## src/ufs_pkg.sv

```systemverilog
`timescale 1ns / 1ps
`default_nettype none
package ufs_pkg;

  // field tags
  localparam logic [2:0] TAG_SCHEME = 3'd0;
  localparam logic [2:0] TAG_HOST   = 3'd1;
  localparam logic [2:0] TAG_PORT   = 3'd2;
  localparam logic [2:0] TAG_PATH   = 3'd3;
  localparam logic [2:0] TAG_QUERY  = 3'd4;
  localparam logic [2:0] TAG_DELIM  = 3'd5;
  localparam logic [2:0] TAG_IGN    = 3'd6;

  // parser phases
  localparam logic [3:0] PH_SCHEME     = 4'd0;
  localparam logic [3:0] PH_SLASH1     = 4'd1;
  localparam logic [3:0] PH_SLASH2     = 4'd2;
  localparam logic [3:0] PH_HOST_START = 4'd3;
  localparam logic [3:0] PH_HOST       = 4'd4;
  localparam logic [3:0] PH_HOST_BR    = 4'd5;
  localparam logic [3:0] PH_AFTER_HOST = 4'd6;
  localparam logic [3:0] PH_PORT       = 4'd7;
  localparam logic [3:0] PH_PATH       = 4'd8;
  localparam logic [3:0] PH_QUERY      = 4'd9;
  localparam logic [3:0] PH_IGNORE     = 4'd10;
  localparam logic [3:0] PH_ERROR      = 4'd11;

  // error codes
  localparam logic [2:0] ERR_NONE        = 3'd0;
  localparam logic [2:0] ERR_NO_COLON    = 3'd1;
  localparam logic [2:0] ERR_SCHEME_CHAR = 3'd2;
  localparam logic [2:0] ERR_SLASHES     = 3'd3;
  localparam logic [2:0] ERR_EMPTY_HOST  = 3'd4;
  localparam logic [2:0] ERR_AFTER_HOST  = 3'd5;

  // characters
  localparam logic [7:0] CH_COLON  = 8'h3A;
  localparam logic [7:0] CH_SLASH  = 8'h2F;
  localparam logic [7:0] CH_QMARK  = 8'h3F;
  localparam logic [7:0] CH_HASH   = 8'h23;
  localparam logic [7:0] CH_LBRACK = 8'h5B;
  localparam logic [7:0] CH_RBRACK = 8'h5D;
  localparam logic [7:0] CH_PLUS   = 8'h2B;
  localparam logic [7:0] CH_MINUS  = 8'h2D;
  localparam logic [7:0] CH_DOT    = 8'h2E;
  localparam logic [7:0] CH_UP_A   = 8'h41;
  localparam logic [7:0] CH_UP_Z   = 8'h5A;
  localparam logic [7:0] CH_LO_A   = 8'h61;
  localparam logic [7:0] CH_LO_Z   = 8'h7A;
  localparam logic [7:0] CASE_OFS  = 8'h20;

  typedef struct packed {
    logic [3:0] phase;
    logic [2:0] err;
    logic       port_seen;
  } parse_state_t;

  typedef struct packed {
    logic [7:0] char_out;
    logic [2:0] field_tag;
    logic [2:0] error_code;
    logic       done_res;
    logic       port_defaulted;
  } parse_res_t;

endpackage
`default_nettype wire

```

## src/ufs_step.sv

```systemverilog
`timescale 1ns / 1ps
`default_nettype none
module ufs_step (
  input  wire ufs_pkg::parse_state_t cur,
  input  wire logic [7:0]            ch,
  input  wire logic                  eos,
  output ufs_pkg::parse_state_t      nxt,
  output ufs_pkg::parse_res_t        res
);

  logic       is_upper;
  logic       is_lower;
  logic       scheme_ok;
  logic [2:0] end_err;

  assign is_upper  = (ch >= ufs_pkg::CH_UP_A) && (ch <= ufs_pkg::CH_UP_Z);
  assign is_lower  = (ch >= ufs_pkg::CH_LO_A) && (ch <= ufs_pkg::CH_LO_Z);
  assign scheme_ok = is_upper || is_lower || (ch == ufs_pkg::CH_PLUS) ||
                     (ch == ufs_pkg::CH_MINUS) || (ch == ufs_pkg::CH_DOT);

  always_comb begin
    end_err = cur.err;
    if (cur.phase == ufs_pkg::PH_SCHEME) begin
      end_err = ufs_pkg::ERR_NO_COLON;
    end else if (cur.err == ufs_pkg::ERR_NONE) begin
      if (cur.phase == ufs_pkg::PH_SLASH1 || cur.phase == ufs_pkg::PH_SLASH2) begin
        end_err = ufs_pkg::ERR_SLASHES;
      end else if (cur.phase == ufs_pkg::PH_HOST_START) begin
        end_err = ufs_pkg::ERR_EMPTY_HOST;
      end
    end
  end

  always_comb begin
    logic [2:0] tag;
    logic [7:0] co;
    logic [2:0] fail_code;
    logic       do_fail;
    nxt       = cur;
    tag       = ufs_pkg::TAG_IGN;
    co        = ch;
    fail_code = ufs_pkg::ERR_NONE;
    do_fail   = 1'b0;

    case (cur.phase)
      ufs_pkg::PH_SCHEME: begin
        if (ch == ufs_pkg::CH_COLON) begin
          tag       = ufs_pkg::TAG_DELIM;
          nxt.phase = (cur.err != ufs_pkg::ERR_NONE) ? ufs_pkg::PH_ERROR
                                                      : ufs_pkg::PH_SLASH1;
        end else begin
          tag = ufs_pkg::TAG_SCHEME;
          if (is_upper) co = ch + ufs_pkg::CASE_OFS;
          if (!scheme_ok && cur.err == ufs_pkg::ERR_NONE)
            nxt.err = ufs_pkg::ERR_SCHEME_CHAR;
        end
      end
      ufs_pkg::PH_SLASH1, ufs_pkg::PH_SLASH2: begin
        if (ch == ufs_pkg::CH_SLASH) begin
          tag       = ufs_pkg::TAG_DELIM;
          nxt.phase = (cur.phase == ufs_pkg::PH_SLASH1) ? ufs_pkg::PH_SLASH2
                                                         : ufs_pkg::PH_HOST_START;
        end else begin
          do_fail   = 1'b1;
          fail_code = ufs_pkg::ERR_SLASHES;
        end
      end
      ufs_pkg::PH_HOST_START: begin
        if (ch == ufs_pkg::CH_LBRACK) begin
          tag       = ufs_pkg::TAG_HOST;
          nxt.phase = ufs_pkg::PH_HOST_BR;
        end else if (ch == ufs_pkg::CH_COLON || ch == ufs_pkg::CH_SLASH) begin
          do_fail   = 1'b1;
          fail_code = ufs_pkg::ERR_EMPTY_HOST;
        end else begin
          tag       = ufs_pkg::TAG_HOST;
          nxt.phase = ufs_pkg::PH_HOST;
        end
      end
      ufs_pkg::PH_HOST, ufs_pkg::PH_AFTER_HOST: begin
        if (ch == ufs_pkg::CH_COLON) begin
          tag           = ufs_pkg::TAG_DELIM;
          nxt.port_seen = 1'b1;
          nxt.phase     = ufs_pkg::PH_PORT;
        end else if (ch == ufs_pkg::CH_SLASH) begin
          tag       = ufs_pkg::TAG_DELIM;
          nxt.phase = ufs_pkg::PH_PATH;
        end else if (cur.phase == ufs_pkg::PH_HOST) begin
          tag = ufs_pkg::TAG_HOST;
        end else begin
          do_fail   = 1'b1;
          fail_code = ufs_pkg::ERR_AFTER_HOST;
        end
      end
      ufs_pkg::PH_HOST_BR: begin
        tag = ufs_pkg::TAG_HOST;
        if (ch == ufs_pkg::CH_RBRACK) nxt.phase = ufs_pkg::PH_AFTER_HOST;
      end
      ufs_pkg::PH_PORT: begin
        if (ch == ufs_pkg::CH_SLASH) begin
          tag       = ufs_pkg::TAG_DELIM;
          nxt.phase = ufs_pkg::PH_PATH;
        end else begin
          tag = ufs_pkg::TAG_PORT;
        end
      end
      ufs_pkg::PH_PATH: begin
        if (ch == ufs_pkg::CH_QMARK) begin
          tag       = ufs_pkg::TAG_DELIM;
          nxt.phase = ufs_pkg::PH_QUERY;
        end else if (ch == ufs_pkg::CH_HASH) begin
          tag       = ufs_pkg::TAG_DELIM;
          nxt.phase = ufs_pkg::PH_IGNORE;
        end else begin
          tag = ufs_pkg::TAG_PATH;
        end
      end
      ufs_pkg::PH_QUERY: begin
        if (ch == ufs_pkg::CH_HASH) begin
          tag       = ufs_pkg::TAG_DELIM;
          nxt.phase = ufs_pkg::PH_IGNORE;
        end else begin
          tag = ufs_pkg::TAG_QUERY;
        end
      end
      default: begin
        tag = ufs_pkg::TAG_IGN;
      end
    endcase

    // first error wins; the failing byte is already tagged ignored
    if (do_fail) begin
      if (cur.err == ufs_pkg::ERR_NONE) nxt.err = fail_code;
      nxt.phase = ufs_pkg::PH_ERROR;
    end

    res.char_out       = co;
    res.field_tag      = tag;
    res.error_code     = nxt.err;
    res.done_res       = 1'b0;
    res.port_defaulted = 1'b0;

    // terminator: report and restart
    if (eos) begin
      nxt.phase          = ufs_pkg::PH_SCHEME;
      nxt.err            = ufs_pkg::ERR_NONE;
      nxt.port_seen      = 1'b0;
      res.char_out       = 8'h00;
      res.field_tag      = ufs_pkg::TAG_IGN;
      res.error_code     = end_err;
      res.done_res       = 1'b1;
      res.port_defaulted = (end_err == ufs_pkg::ERR_NONE) && !cur.port_seen;
    end
  end

endmodule
`default_nettype wire

```

## src/url_field_splitter.sv

```systemverilog
`timescale 1ns / 1ps
`default_nettype none
// Path: input register, one parse step, output register driving out_*.
// Throughput: one byte per cycle while the output register is not stalled.
// in_stall rises only when both registers hold data and out_stall is high.
// Reset (rst_n low, synchronous) empties both registers and returns the parser
// to the scheme phase with no error latched and no port seen.
module url_field_splitter (
  input  wire logic       clk,
  input  wire logic       rst_n,
  input  wire logic       in_valid,
  output logic            in_stall,
  input  wire logic [7:0] in_char_in,
  input  wire logic       in_end_of_string,
  output logic            out_valid,
  input  wire logic       out_stall,
  output logic [7:0]      out_char_out,
  output logic [2:0]      out_field_tag,
  output logic [2:0]      out_error_code,
  output logic            out_done_res,
  output logic            out_port_defaulted
);

  logic                  s1_valid_r;
  logic [7:0]            s1_char_r;
  logic                  s1_eos_r;
  logic                  out_valid_r;
  ufs_pkg::parse_res_t   res_r;
  ufs_pkg::parse_state_t state_r;
  ufs_pkg::parse_state_t state_nxt;
  ufs_pkg::parse_res_t   res_nxt;
  logic                  advance;
  logic                  in_acc;

  assign advance  = !out_valid_r || !out_stall;
  assign in_stall = s1_valid_r && !advance;
  assign in_acc   = in_valid && !in_stall;

  ufs_step u_step (
    .cur (state_r),
    .ch  (s1_char_r),
    .eos (s1_eos_r),
    .nxt (state_nxt),
    .res (res_nxt)
  );

  always_ff @(posedge clk) begin
    if (!rst_n) begin
      s1_valid_r  <= 1'b0;
      out_valid_r <= 1'b0;
      state_r     <= '{phase: ufs_pkg::PH_SCHEME, err: ufs_pkg::ERR_NONE, port_seen: 1'b0};
    end else begin
      if (in_acc) begin
        s1_valid_r <= 1'b1;
      end else if (advance) begin
        s1_valid_r <= 1'b0;
      end
      if (advance) begin
        out_valid_r <= s1_valid_r;
        if (s1_valid_r) state_r <= state_nxt;
      end
    end
  end

  always_ff @(posedge clk) begin
    if (in_acc) begin
      s1_char_r <= in_char_in;
      s1_eos_r  <= in_end_of_string;
    end
    if (advance && s1_valid_r) res_r <= res_nxt;
  end

  assign out_valid          = out_valid_r;
  assign out_char_out       = res_r.char_out;
  assign out_field_tag      = res_r.field_tag;
  assign out_error_code     = res_r.error_code;
  assign out_done_res       = res_r.done_res;
  assign out_port_defaulted = res_r.port_defaulted;

`ifndef SYNTHESIS
  a_end_resets: assert property (@(posedge clk) disable iff (!rst_n)
    (advance && s1_valid_r && s1_eos_r) |=>
      (state_r.phase == ufs_pkg::PH_SCHEME && state_r.err == ufs_pkg::ERR_NONE &&
       !state_r.port_seen))
    else $error("parser state not cleared after end of string");

  a_error_latched: assert property (@(posedge clk) disable iff (!rst_n)
    (state_r.phase == ufs_pkg::PH_ERROR) |-> (state_r.err != ufs_pkg::ERR_NONE))
    else $error("error phase without latched error");

  a_done_shape: assert property (@(posedge clk) disable iff (!rst_n)
    (out_valid && out_done_res) |->
      (out_char_out == 8'h00 && out_field_tag == ufs_pkg::TAG_IGN))
    else $error("end result carries a byte");

  a_port_default: assert property (@(posedge clk) disable iff (!rst_n)
    (out_valid && out_port_defaulted) |->
      (out_done_res && out_error_code == ufs_pkg::ERR_NONE))
    else $error("port default outside a clean end result");
`endif

endmodule
`default_nettype wire

```

## config.mk

```make
export PLATFORM = sky130hd
export DESIGN_NAME = url_field_splitter
export DESIGN_NICKNAME = d
export VERILOG_FILES = /design/src/ufs_pkg.sv /design/src/ufs_step.sv /design/src/url_field_splitter.sv
export SDC_FILE = /design/constraint.sdc
export NUM_CORES = 1
export LEC_CHECK = 0
export BUFFER_PORTS_ARGS = -buffer_cell sky130_fd_sc_hd__buf_2
export CAP_MARGIN = 20
export CORE_MARGIN = 10
export CORE_UTILIZATION = 57
export DETAILED_ROUTE_END_ITERATION = 8
export PLACE_DENSITY = 0.8
export SLEW_MARGIN = 40
export SYNTH_ARGS = -nofsm -noshare
export SYNTH_HDL_FRONTEND = slang
export SYNTH_SLANG_ARGS = --single-unit
export TNS_END_PERCENT = 30
```

## constraint.sdc

```tcl
create_clock -name clk -period 3.1 [get_ports clk]
set_input_delay 0 -clock clk [delete_from_list [all_inputs] [get_ports clk]]
set_output_delay 0 -clock clk [all_outputs]
set_load 0.005 [all_outputs]
```

## Yosys cells after proc, flatten, opt, wreduce, memory -nomap -nowiden

Cells that the tools add are included.

- Muxes and demuxes: 56
- Order comparisons: 4
- $add $sub $neg: 1
- Eq/ne operators: 22
- Reductions and logical operators: 33

Operator list:

| kind | number |
|---|---|
| $mux W3 | 22 |
| $eq A8 B6 Y1 const B | 7 |
| $mux W4 | 10 |
| $mux W8 | 4 |
| $pmux W4 S8 | 1 |
| $pmux W3 S8 | 1 |
| $eq A4 B3 Y1 const B | 4 |
| $eq A8 B7 Y1 const B | 2 |
| $ge A8 B7 Y1 const B | 2 |
| $le A8 B7 Y1 const B | 2 |
| $mux W1 | 12 |
| $reduce_bool A10 Y1 | 1 |
| $pmux W3 S3 | 1 |
| $add A8 B6 Y8 const B | 1 |
| $eq A4 B2 Y1 const B | 2 |
| $eq A4 B4 Y1 const B | 2 |
| $ne A4 B2 Y1 const B | 2 |
| $logic_and A1 B1 Y1 | 7 |
| $logic_or A1 B1 Y1 | 7 |
| $mux W7 | 1 |
| $reduce_and A7 Y1 | 1 |
| $logic_not A1 Y1 | 6 |
| $logic_not A3 Y1 | 2 |
| $reduce_bool A2 Y1 | 3 |
| other kinds (11) | 13 |

- Bits in registers: 35
- Bits of input ports: 13
- Output and inout port bits: 18
- Logic and storage cells: 128

## Longest topological paths before layout

Gate-level depths: netlist of run 1.

- Depth after elaboration: 14
- Mapped depth: 8
- Depth with buffers taken out: 7

## Hierarchy

From an unflattened synthesis of run 1, not the netlist that was laid out.

- Cells, all modules: 236
- Area total of the unflattened synthesis: 2,185.8 um^2

Modules (own cells, without submodules):

| module | area an instance (um^2) | cells each | sequential area each (um^2) | times used |
|---|---|---|---|---|
| url_field_splitter | 1,161.1 | 68 | 950.9 | 1 |
| ufs_step | 1,024.7 | 168 | 0.0 | 1 |

## Worst setup path after synthesis of run 1

Ideal clock, no wire load.

- Path type: register to register
- Start point: register s1_char_r[6]
- End point: register res_r (netlist bit out_field_tag[0]), data pin
- Cell stages (with the launch flop): 8
- Arrival: 1.970 ns
- Path slack: 0.978 ns
- Data required time: 2.948 ns
- Period minus slack after synthesis: 2.122 ns
- Library setup time: 0.152 ns
- Path buffers: 1
- Cell sequence: edfxtp_1 -> or3b_4 -> or3_1 -> buf_2 -> a211oi_2 -> a21oi_1 -> a211o_1 -> a31oi_1

- Longest elaborated chain between the ends: 5
- Elaborated cells on any way between the ends: 16
- Those cells by class: 5 x eq/ne; 10 x mux; 1 x reduce/logical

Ends and longest elaborated chain:

| element | RTL line | source |
|---|---|---|
| start: declaration | url_field_splitter.sv:25 | `logic [7:0] s1_char_r;` |
| start signal: assignment | url_field_splitter.sv:67 | `s1_char_r <= in_char_in;` |
| $eq A8 B6 Y1 (on tied branches) | - |  |
| $logic_or A1 B1 Y1 | ufs_step.sv:72 | `end else if (ch == ufs_pkg::CH_COLON \|\| ch == ufs_pkg::CH_SLASH) begin` |
| $mux W3 | ufs_step.sv:72 |  |
| $mux W3 | ufs_step.sv:69 | `if (ch == ufs_pkg::CH_LBRACK) begin` |
| $pmux W3 S8 (*) | ufs_step.sv:45 | `case (cur.phase)` |
| end signal: assignment | url_field_splitter.sv:70 | `if (advance && s1_valid_r) res_r <= res_nxt;` |
| end: declaration | url_field_splitter.sv:28 | `ufs_pkg::parse_res_t res_r;` |

Every way passes the cells marked *; elsewhere a longest branch is shown, timed or not.
A chain may end at the register's enable or synchronous reset.

==> qor.yml, run 1 <==
timing:
  setup_viol: 0
  grt_setup_unrepaired: "false"
  fmax_mhz: 413
  fin_crit_sh_pct: 78.1
  whs_ns: 0.0211
  maxSlewHeadroom_pct: 50.4
  tns_ns: 0
  finClkSkew_ns: 0.00569
  hold_viol_final: 0
  slew_violations: 0
  min_period_ns: 2.42
  max_slew.worst_pin.slew_ns: 0.742
critical_path:
  startpoint: "state_r[5]"
  end_kind: "flop"
  crit_arrival_ns: 2.46
  path_class: "reg -> reg"
  r2r_cells: 6
  critical_path.startpoint_type: "flop"
  worstPathMaxFanout: 7
  endpoint: "out_error_code[1]"
  r2r_start: "state_r[5]"
  reg2reg_to: "out_error_code[1]"
  crit_required_ns: 3.14
  rrSetupSlack_ns: 0.68
final_layout:
  num-nets-final: 278
  final_cell_mix: "buf_2 (30), edfxtp_1 (25), nor2_1 (24), nand2_1 (16), a21oi_1 (13)"
  diodes: 0
  area_delta_synth_final_pct: 16.7
  stdcell_count: 312
  fin_util_pct: 68.5
  drive_gt1_share_pct: 19.3
  layout_commonest_cell: "buf_2"
routing:
  detail_route.wl_per_cell_um: 17.2
  post-route-drc-count: 0
  drtIter0Drc: 336
  vias: 1964
  vias_per_cell: 6.29
  wl_um: 5360
  ant_nets: 0
  dr.pass1.iters: 5
logic_synthesis:
  syn_area_um2: 2150
  syn_inst: 229
  async_reset_ff_share_pct: 0
  ys_ff_latch: 35
  synthFlopType: "edfxtp_1"
  synth_area_per_cell_um2: 9.38
  synth.distinct_cells: 60
  synth_fp_nets: 244
  synth_edf_count: 25
  ys_seq_area_share_pct: 44.3
  synth_warnings: 0
die:
  die_x_um: 81.4
  fp-row-count: 22
  die_h_um: 81.4
  io_pins: 31
  coreArea_um2: 3660
  start_util_pct: 58.6
  dieArea_um2: 6620
clock_network:
  clock_path_buffers: 2
  path_clk_slew_ns: 0.07
  clock_sinks: 35
  cts_root_buf: "clkbuf_8"
  worstSkewPairLatency_ns: 0.29
  cts_tree: "built"
  cts_max_level: 2
  cts_resized: 0
  cts_buffers: 5
place:
  dpl.cell_count: 293
  gp_congestion: 0.936
  portBuffers: 30
  place_hpwl_um: 3700
global_route:
  antenna_found_initial: 0
  grt_usage_pct: 17.2
  grt_max_degree: 27
  first_global_vias: 1845
  grt_pass1_wl_um: 8940
  overflow: 0
pwr:
  power_uw: 962
  powerDensity_nw_per_um2: 384
  p_leak_uw: 0.000966
  irDropWorstVdd_mv: 0.304
hold_path:
  holdCritPathClass: "in -> reg"
flow_run:
  drv_cap: 0
status:
  status: "finished, final reports clean"
-- cells in the mapped netlist, drive strengths merged, types with 6 or more instances --
| master | number | area [µm²] |
|---|---|---|
| nor2 | 24 | 90.1 |
| o21ai | 13 | 65.1 |
| dfxtp | 10 | 200 |
| nor3 | 9 | 45.0 |
| buf | 10 | 50.1 |
| nor2b | 9 | 56.3 |
| a31oi | 6 | 43.8 |
| nand2 | 16 | 60.1 |
| a21oi | 13 | 65.1 |
| edfxtp | 25 | 751 |
| clkbuf | 9 | 37.5 |
-- timing repair --
item,CTS,global route
setup buffers,0,0
endpoints found under the hold margin,10,0
hold buffers,10,0
-- state kept, by name, indices dropped and copies added, names as in the netlist --
signal and count:
out_done_res 1, out_port_defaulted 1, out_error_code 3, state_r 8
out_char_out 8, s1_char_r 8, s1_valid_r 1, s1_eos_r 1
out_valid 1, out_field_tag 3
-- metrics by stage --
stage	area (µm²)	setup slack [ns]
after global routing	2510	0.513
after CTS	2490	0.739
final	2510	0.680
after detailed placement	2310	0.763
after global placement	2310	0.684
after floorplan	2150	0.978
-- kinds of logic (layout without fill, tap and decap cells) --
family / count (synthesis) / in the layout / synth area share (%)
XOR/XNOR: 3 / 3 / 1.22
buffers and inverters: 24 / 59 / 4.95
multiplexers: 6 / 6 / 2.86
AND/OR/NAND/NOR: 85 / 85 / 21.0
AO/OA/AOI/OAI: 74 / 74 / 24.5
adder cells (fa/ha/maj): 2 / 2 / 1.17
flip-flops: 35 / 35 / 44.3
-- worst min path at each step --
stage | start | end | slack, ns | depth (start not counted)
final | out_stall | out_valid | 0.02 | 3
after global routing | rst_n | s1_valid_r | 0.06 | 2
after CTS | out_stall | out_valid | 0.02 | 3
after detailed placement | in_end_of_string | s1_eos_r | 0.18 | 1
after global placement | in_char_in[5] | s1_char_r[5] | 0.18 | 1
after floorplan | in_char_in[0] | s1_char_r[0] | 0.1 | 0
-- area by class of cell --
cell class	count	area [µm²]
clock buffer	6	72.6
fill	271	1150
tap	48	60.1
timing repair buffer	46	303
clock inverter	2	7.51
inverter	5	18.8
sequential	35	951
multi-input combinational	170	1090
-- critical path, cell delays in order (launching register included) --
cell,delay [ns]
dfxtp_1,0.45
or2_0,0.41
nor2_1,0.14
a2111oi_1,0.64
o21a_1,0.33
mux2i_1,0.11
o31a_1,0.11
-- power by group --
group | switching [µW] | leakage (µW) | internal (µW)
clock network | 152 | 0.0000403 | 153
registers | 19.1 | 0.000321 | 525
logic | 58.6 | 0.000604 | 53.7
total | 230 | 0.000966 | 731
-- layer usage --
| layer | vias up | share of wire, % | GRT usage (%) |
|---|---|---|---|
| li1 | 935 | - | - |
| met1 | 893 | 43 | 21.9 |
| met2 | 122 | 44 | 25.5 |
| met3 | 14 | 11 | 6.95 |
| met4 | 0 | 2.1 | 6.57 |
| met5 | - | 0 | 0 |
No activity file was read; power rests on OpenSTA's default activity.
==> inputs of run 2 (changes only) <==
Clock period 3.1 ns to 2.3 ns, I/O delays scaled along.
==> qor.yml, run 2 (synthesis gave the netlist of run 1 again) <==
status:
  status: "finished, final reports clean"  # unchanged
routing:
  vias: 2066  # was 1,964
  dr.pass1.iters: 5  # unchanged
  ant_nets: 0  # unchanged
  post-route-drc-count: 0  # unchanged
  vias_per_cell: 6.15  # was 6.29
  detail_route.wl_per_cell_um: 16.9  # was 17.2 µm
  drtIter0Drc: 393  # was 336
  wl_um: 5680  # was 5360 µm
global_route:
  first_global_vias: 2033  # was 1,845
  grt_pass1_wl_um: 9600  # was 8940 µm
  antenna_found_initial: 0  # unchanged
  overflow: 0  # unchanged
  grt_max_degree: 16  # was 27
  grt_usage_pct: 18.5  # was 17.2%
clock_network:
  clock_path_buffers: 2  # unchanged
  cts_buffers: 5  # unchanged
  cts_tree: "built"  # unchanged
  worstSkewPairLatency_ns: 0.29  # about the same
  clock_sinks: 35  # unchanged
  path_clk_slew_ns: 0.07  # about the same
  cts_max_level: 2  # unchanged
  cts_root_buf: "clkbuf_8"  # unchanged
timing:
  whs_ns: 0.0176  # was 0.0211 ns
  fin_crit_sh_pct: 95.4  # was 78.1%
  min_period_ns: 2.20  # was 2.42 ns
  fmax_mhz: 456  # was 413 MHz
  grt_setup_unrepaired: "false"  # unchanged
  maxSlewHeadroom_pct: 51.9  # was 50.4%
  slew_violations: 0  # unchanged
  setup_viol: 0  # unchanged
  finClkSkew_ns: 0.00609  # was 0.00569 ns
  max_slew.worst_pin.slew_ns: 0.720  # was 0.742 ns
  tns_ns: 0  # unchanged
  hold_viol_final: 0  # unchanged
die:
  die_x_um: 81.4  # unchanged
  die_h_um: 81.4  # unchanged
  fp-row-count: 22  # unchanged
  start_util_pct: 58.6  # unchanged
  dieArea_um2: 6620  # unchanged
  io_pins: 31  # unchanged
  coreArea_um2: 3660  # unchanged
pwr:
  p_leak_uw: 0.00110  # was 0.000966 µW
  share_comb_of_total_power_pct: 12.2  # was 11.7%
  clockPowerShare_pct: 33.9  # was 31.8%
  p_int_uw: 1030  # was 731 µW
  p_sw_share_pct: 23.9  # about the same
  switchingPower_uw: 324  # was 230 µW
  seqPwrFrac_pct: 53.9  # was 56.6%
  powerDensity_nw_per_um2: 502  # was 384 nW/µm²
  irDropWorstVdd_mv: 0.413  # was 0.304 mV
  power_uw: 1350  # was 962 µW
final_layout:
  num-nets-final: 302  # was 278
  area_delta_synth_final_pct: 25.5  # was 16.7%
  fin_area_um2: 2700  # was 2510 µm²
  diodes: 0  # unchanged
  final_cell_mix: "buf_2 (30), buf_4 (30), edfxtp_1 (25), nor2_1 (24), nand2_1 (16)"  # was buf_2 (30), edfxtp_1 (25), nor2_1 (24), nand2_1 (16), a21oi_1 (13)
  drive_gt1_share_pct: 27.1  # was 19.3%
critical_path:
  r2r_cells: 6  # unchanged
  crit_arrival_ns: 2.38  # was 2.46 ns
  crit_family: "compound AO/OA/AOI/OAI gates"  # unchanged
  critical_path_buf_inv_count: 0  # unchanged
  reg2reg_to: "state_r[4]"  # was out_error_code[1]
  rrSetupSlack_ns: 0.10  # was 0.68 ns
  crit_chain: "nor3b_4 > o2111ai_1 > and3_1 > a31oi_2 > a21oi_1 > mux2_2"  # was or2_0 > nor2_1 > a2111oi_1 > o21a_1 > mux2i_1 > o31a_1
  r2r_start: "s1_char_r[7]"  # was state_r[5]
  path_class: "reg -> reg"  # unchanged
  worstPathMaxFanout: 9  # was 7
  crit_required_ns: 2.48  # was 3.14 ns
  end_kind: "flop"  # unchanged
  critical-path-max-stage-delay_ns: 0.46  # was 0.64 ns
  cp_slowest_cell: "edfxtp_1"  # was a2111oi_1
  critical_path.startpoint_type: "flop"  # unchanged
hold_path:
  worstHoldPathCells: 3  # unchanged
  hp-start: "out_stall"  # unchanged
  worstHoldEndpoint: "out_valid"  # unchanged
  holdCritPathClass: "in -> reg"  # unchanged
flow_run:
  drv_cap: 0  # unchanged
place:
  post_dp_cell_area_um2: 2500  # was 2310 µm²
  portBuffers: 30  # unchanged
  place_hpwl_um: 4110  # was 3700 µm
  gp_congestion: 0.910  # was 0.936
[run 2: cell types whose count changed in the layout (fill, tap and decap cells not counted), sizes merged]
| cell | delta |
|---|---|
| clkbuf | +1 |
| buf | +24 |
| clkinv | -1 |
[run 2: worst min-delay path: cells and delay by family]
kind / cells / cell delay [ns]
AOI/OAI and AO/OA: 1 / 0.07
buffers and inverters: 1 / 0.11
and+or+nand+nor: 1 / 0.09
[run 2: cell type report]
cell class | count | area, µm²
Fill cell | 290 | 966
Inverter | 5 | 18.8
Tap cell | 48 | 60.1
Clock buffer | 7 | 86.3
Timing Repair Buffer | 70 | 475
Clock inverter | 1 | 5.00
Sequential cell | 35 | 951
Multi-Input combinational cell | 170 | 1100
[run 2: how the worst max path moves through the flow]
stage | cells past startpoint | from | endpoint | slack [ns]
floorplan | 7 | s1_char_r[6] | out_field_tag[0] | 0.18
global placement | 6 | s1_char_r[7] | state_r[4] | 0.11
detailed placement | 6 | s1_char_r[7] | out_field_tag[0] | 0.09
CTS | 6 | s1_char_r[7] | out_field_tag[0] | 0.06
global route | 6 | s1_char_r[7] | state_r[5] | 0.002
finish | 6 | s1_char_r[7] | state_r[4] | 0.10
[run 2: per-stage QoR]
step                      instances  worst slack (ns)  utilization, %
after global routing            336           0.00220            73.6
after global placement          318             0.115            68.3
after detailed placement        318            0.0865            68.3
final                           336             0.105            73.6
after floorplan                 229             0.178               -
after CTS                       336            0.0598            73.5
[run 2: power groups by stage]
stage          Sequential, µW  Combinational (µW)  Clock (µW)
6_report                  729                 165         458
3_3_place_gp              741                 148           0
3_5_place_dp              743                 150           0
5_1_grt                   734                 185         488
2_1_floorplan             735                94.8           0
4_1_cts                   729                 164         467
[run 2: timing repair]
action	in CTS	in global routing
endpoints found under the hold margin	10	0
hold buffers	10	0
resized for setup	0	1
setup endpoints to repair	0	3
buffers inserted	0	0
[run 2: routing by layer]
metal	global-route usage, %	routed length (µm)	vias up
met5	0	0	-
met2	29.5	2600	118
met1	22.6	2270	951
met4	7.44	137	0
met3	6.07	672	14
li1	-	-	983
==> inputs of run 3 (changes only) <==
Clock period 2.3 ns to 2.15 ns, I/O delays scaled along.
==> qor.yml, run 3 (synthesis gave the netlist of run 1 again) <==
timing:
  slew_violations: 0  # unchanged
  grt_setup_unrepaired: "true"  # was false
  min_period_ns: 2.13  # was 2.20 ns
  final.setup.worst_slack_ns: 0.0209  # was 0.105 ns
  setup_viol: 0  # unchanged
  fmax_mhz: 470  # was 456 MHz
  max_slew.worst_pin.slew_ns: 0.548  # was 0.720 ns
  maxSlewHeadroom_pct: 63.5  # was 51.9%
  hold_viol_final: 0  # unchanged
  fin_crit_sh_pct: 99.0  # was 95.4%
  finClkSkew_ns: 0.00633  # was 0.00609 ns
  tns_ns: 0  # unchanged
  whs_ns: 0.0259  # was 0.0176 ns
clock_network:
  cts_max_level: 2  # unchanged
  worstSkewPairLatency_ns: 0.29  # about the same
  cts_root_buf: "clkbuf_8"  # unchanged
  cts_tree: "built"  # unchanged
  path_clk_slew_ns: 0.07  # about the same
  clock_sinks: 35  # unchanged
  cts_buffers: 5  # unchanged
  clock_path_buffers: 2  # unchanged
final_layout:
  num-fill-cells: 264  # was 290
  final_cell_mix: "buf_4 (39), buf_2 (30), edfxtp_1 (25), nor2_1 (24), nand2_1 (16)"  # was buf_2 (30), buf_4 (30), edfxtp_1 (25), nor2_1 (24), nand2_1 (16)
  drive_gt1_share_pct: 30.3  # was 27.1%
  multiInputGateArea_um2: 1120  # was 1100 µm²
  area_delta_synth_final_pct: 29.8  # was 25.5%
  diodes: 0  # unchanged
  fin_util_pct: 76.1  # was 73.6%
  num-nets-final: 311  # was 302
  layout_commonest_cell: "buf_4"
  regArea_um2: 951  # unchanged
routing:
  vias_per_cell: 6.30  # was 6.15
  ant_nets: 0  # unchanged
  post-route-drc-count: 0  # unchanged
  dr.pass1.iters: 5  # unchanged
  wl_um: 6130  # was 5680 µm
  vias: 2172  # was 2,066
  drtIter0Drc: 214  # was 393
  detail_route.wl_per_cell_um: 17.8  # was 16.9 µm
status:
  status: "finished, final reports clean"  # unchanged
critical_path:
  worstPathMaxFanout: 5  # was 9
  critical-path-max-stage-delay_ns: 0.46  # about the same
  reg2reg_to: "state_r[6]"  # was state_r[4]
  crit_arrival_ns: 2.35  # was 2.38 ns
  startpoint: "s1_char_r[2]"  # was s1_char_r[7]
  critical_path.startpoint_type: "flop"  # unchanged
  r2r_cells: 7  # was 6
  r2r_start: "s1_char_r[2]"  # was s1_char_r[7]
  cp_slowest_cell: "edfxtp_1"  # unchanged
  crit_required_ns: 2.37  # was 2.48 ns
  end_kind: "flop"  # unchanged
  rrSetupSlack_ns: 0.02  # was 0.10 ns
  path_class: "reg -> reg"  # unchanged
  endpoint: "state_r[6]"  # was state_r[4]
  crit_chain: "buf_4 > and3b_1 > o2111ai_2 > and3_1 > a31oi_4 > a211oi_1 > mux2i_1"  # was nor3b_4 > o2111ai_1 > and3_1 > a31oi_2 > a21oi_1 > mux2_2
place:
  gp_congestion: 0.966  # was 0.910
  portBuffers: 30  # unchanged
  place_hpwl_um: 4060  # was 4110 µm
  preCtsSetupSlack_ns: 0.0113  # was 0.0865 ns
hold_path:
  hp-start: "out_stall"  # unchanged
  holdCritPathClass: "in -> reg"  # unchanged
die:
  die_h_um: 81.4  # unchanged
  start_util_pct: 58.6  # unchanged
  die_x_um: 81.4  # unchanged
  dieArea_um2: 6620  # unchanged
  io_pins: 31  # unchanged
  fp-row-count: 22  # unchanged
  coreArea_um2: 3660  # unchanged
flow_run:
  drv_cap: 0  # unchanged
pwr:
  irDropWorstVdd_mv: 0.473  # was 0.413 mV
  powerDensity_nw_per_um2: 532  # was 502 nW/µm²
  p_leak_uw: 0.00114  # was 0.00110 µW
global_route:
  grt_usage_pct: 17.6  # was 18.5%
  grt_pass1_wl_um: 9070  # was 9600 µm
  first_global_vias: 1851  # was 2,033
  grt_max_degree: 22  # was 16
  antenna_found_initial: 0  # unchanged
  overflow: 0  # unchanged
-- run 3: timing repair --
| action | CTS | global route |
|---|---|---|
| gates resized for setup | 1 | 5 |
| setup buffers | 0 | 7 |
| pin swaps | 0 | 1 |
| hold endpoints to repair | 10 | 0 |
| hold buffers | 10 | 0 |
| setup endpoints to repair | 3 | 8 |
-- run 3: how the worst min path moves through the flow --
stage / endpoint / slack [ns] / depth (start not counted)
after detailed placement: s1_char_r[7] / 0.18 / 1
after global placement: s1_char_r[1] / 0.18 / 1
final: out_valid / 0.03 / 3
after global routing: s1_valid_r / 0.05 / 2
after floorplan: s1_char_r[0] / 0.1 / 0
after CTS: out_valid / 0.03 / 3
-- run 3: power by group --
part | total (µW) | internal [µW] | switching, µW | leakage (µW)
Sequential | 778 | 756 | 21.7 | 0.000321
Combinational | 202 | 101 | 101 | 0.000768
Clock | 502 | 258 | 243 | 0.0000482
Total | 1480 | 1120 | 366 | 0.00114
-- run 3: metal layers --
| metal | vias up | track usage, % | part of all wire (%) |
|---|---|---|---|
| met5 | - | 0 | 0 |
| met4 | 0 | 6.40 | 3.2 |
| met3 | 27 | 4.86 | 9.9 |
| met2 | 128 | 28.2 | 47 |
| met1 | 1014 | 22.0 | 40 |
| li1 | 1003 | - | - |
-- run 3: layout make-up --
type,count,share of cell area (%)
Timing Repair Buffer,79,19.5
Sequential cell,35,34.1
Multi-Input combinational cell,170,40.3
Inverter,5,0.673
Clock inverter,1,0.180
Clock buffer,7,3.10
Tap cell,48,2.15
-- run 3: stage by stage --
step | instances | total power [µW] | instance area (µm²)
global route | 345 | 1540 | 2790
global placement | 320 | 956 | 2510
CTS | 338 | 1460 | 2710
finish | 345 | 1480 | 2790
detailed placement | 320 | 961 | 2510
floorplan | 229 | 888 | 2150
-- run 3: worst max-delay path, delay by kind of cell (launching register included) --
family                 cells  cell delay [ns]
AO/OA/AOI/OAI              3             0.73
multiplexers               1             0.23
AND/OR/NAND/NOR            2             0.43
buffers and inverters      1             0.19
flip-flops                 1             0.46
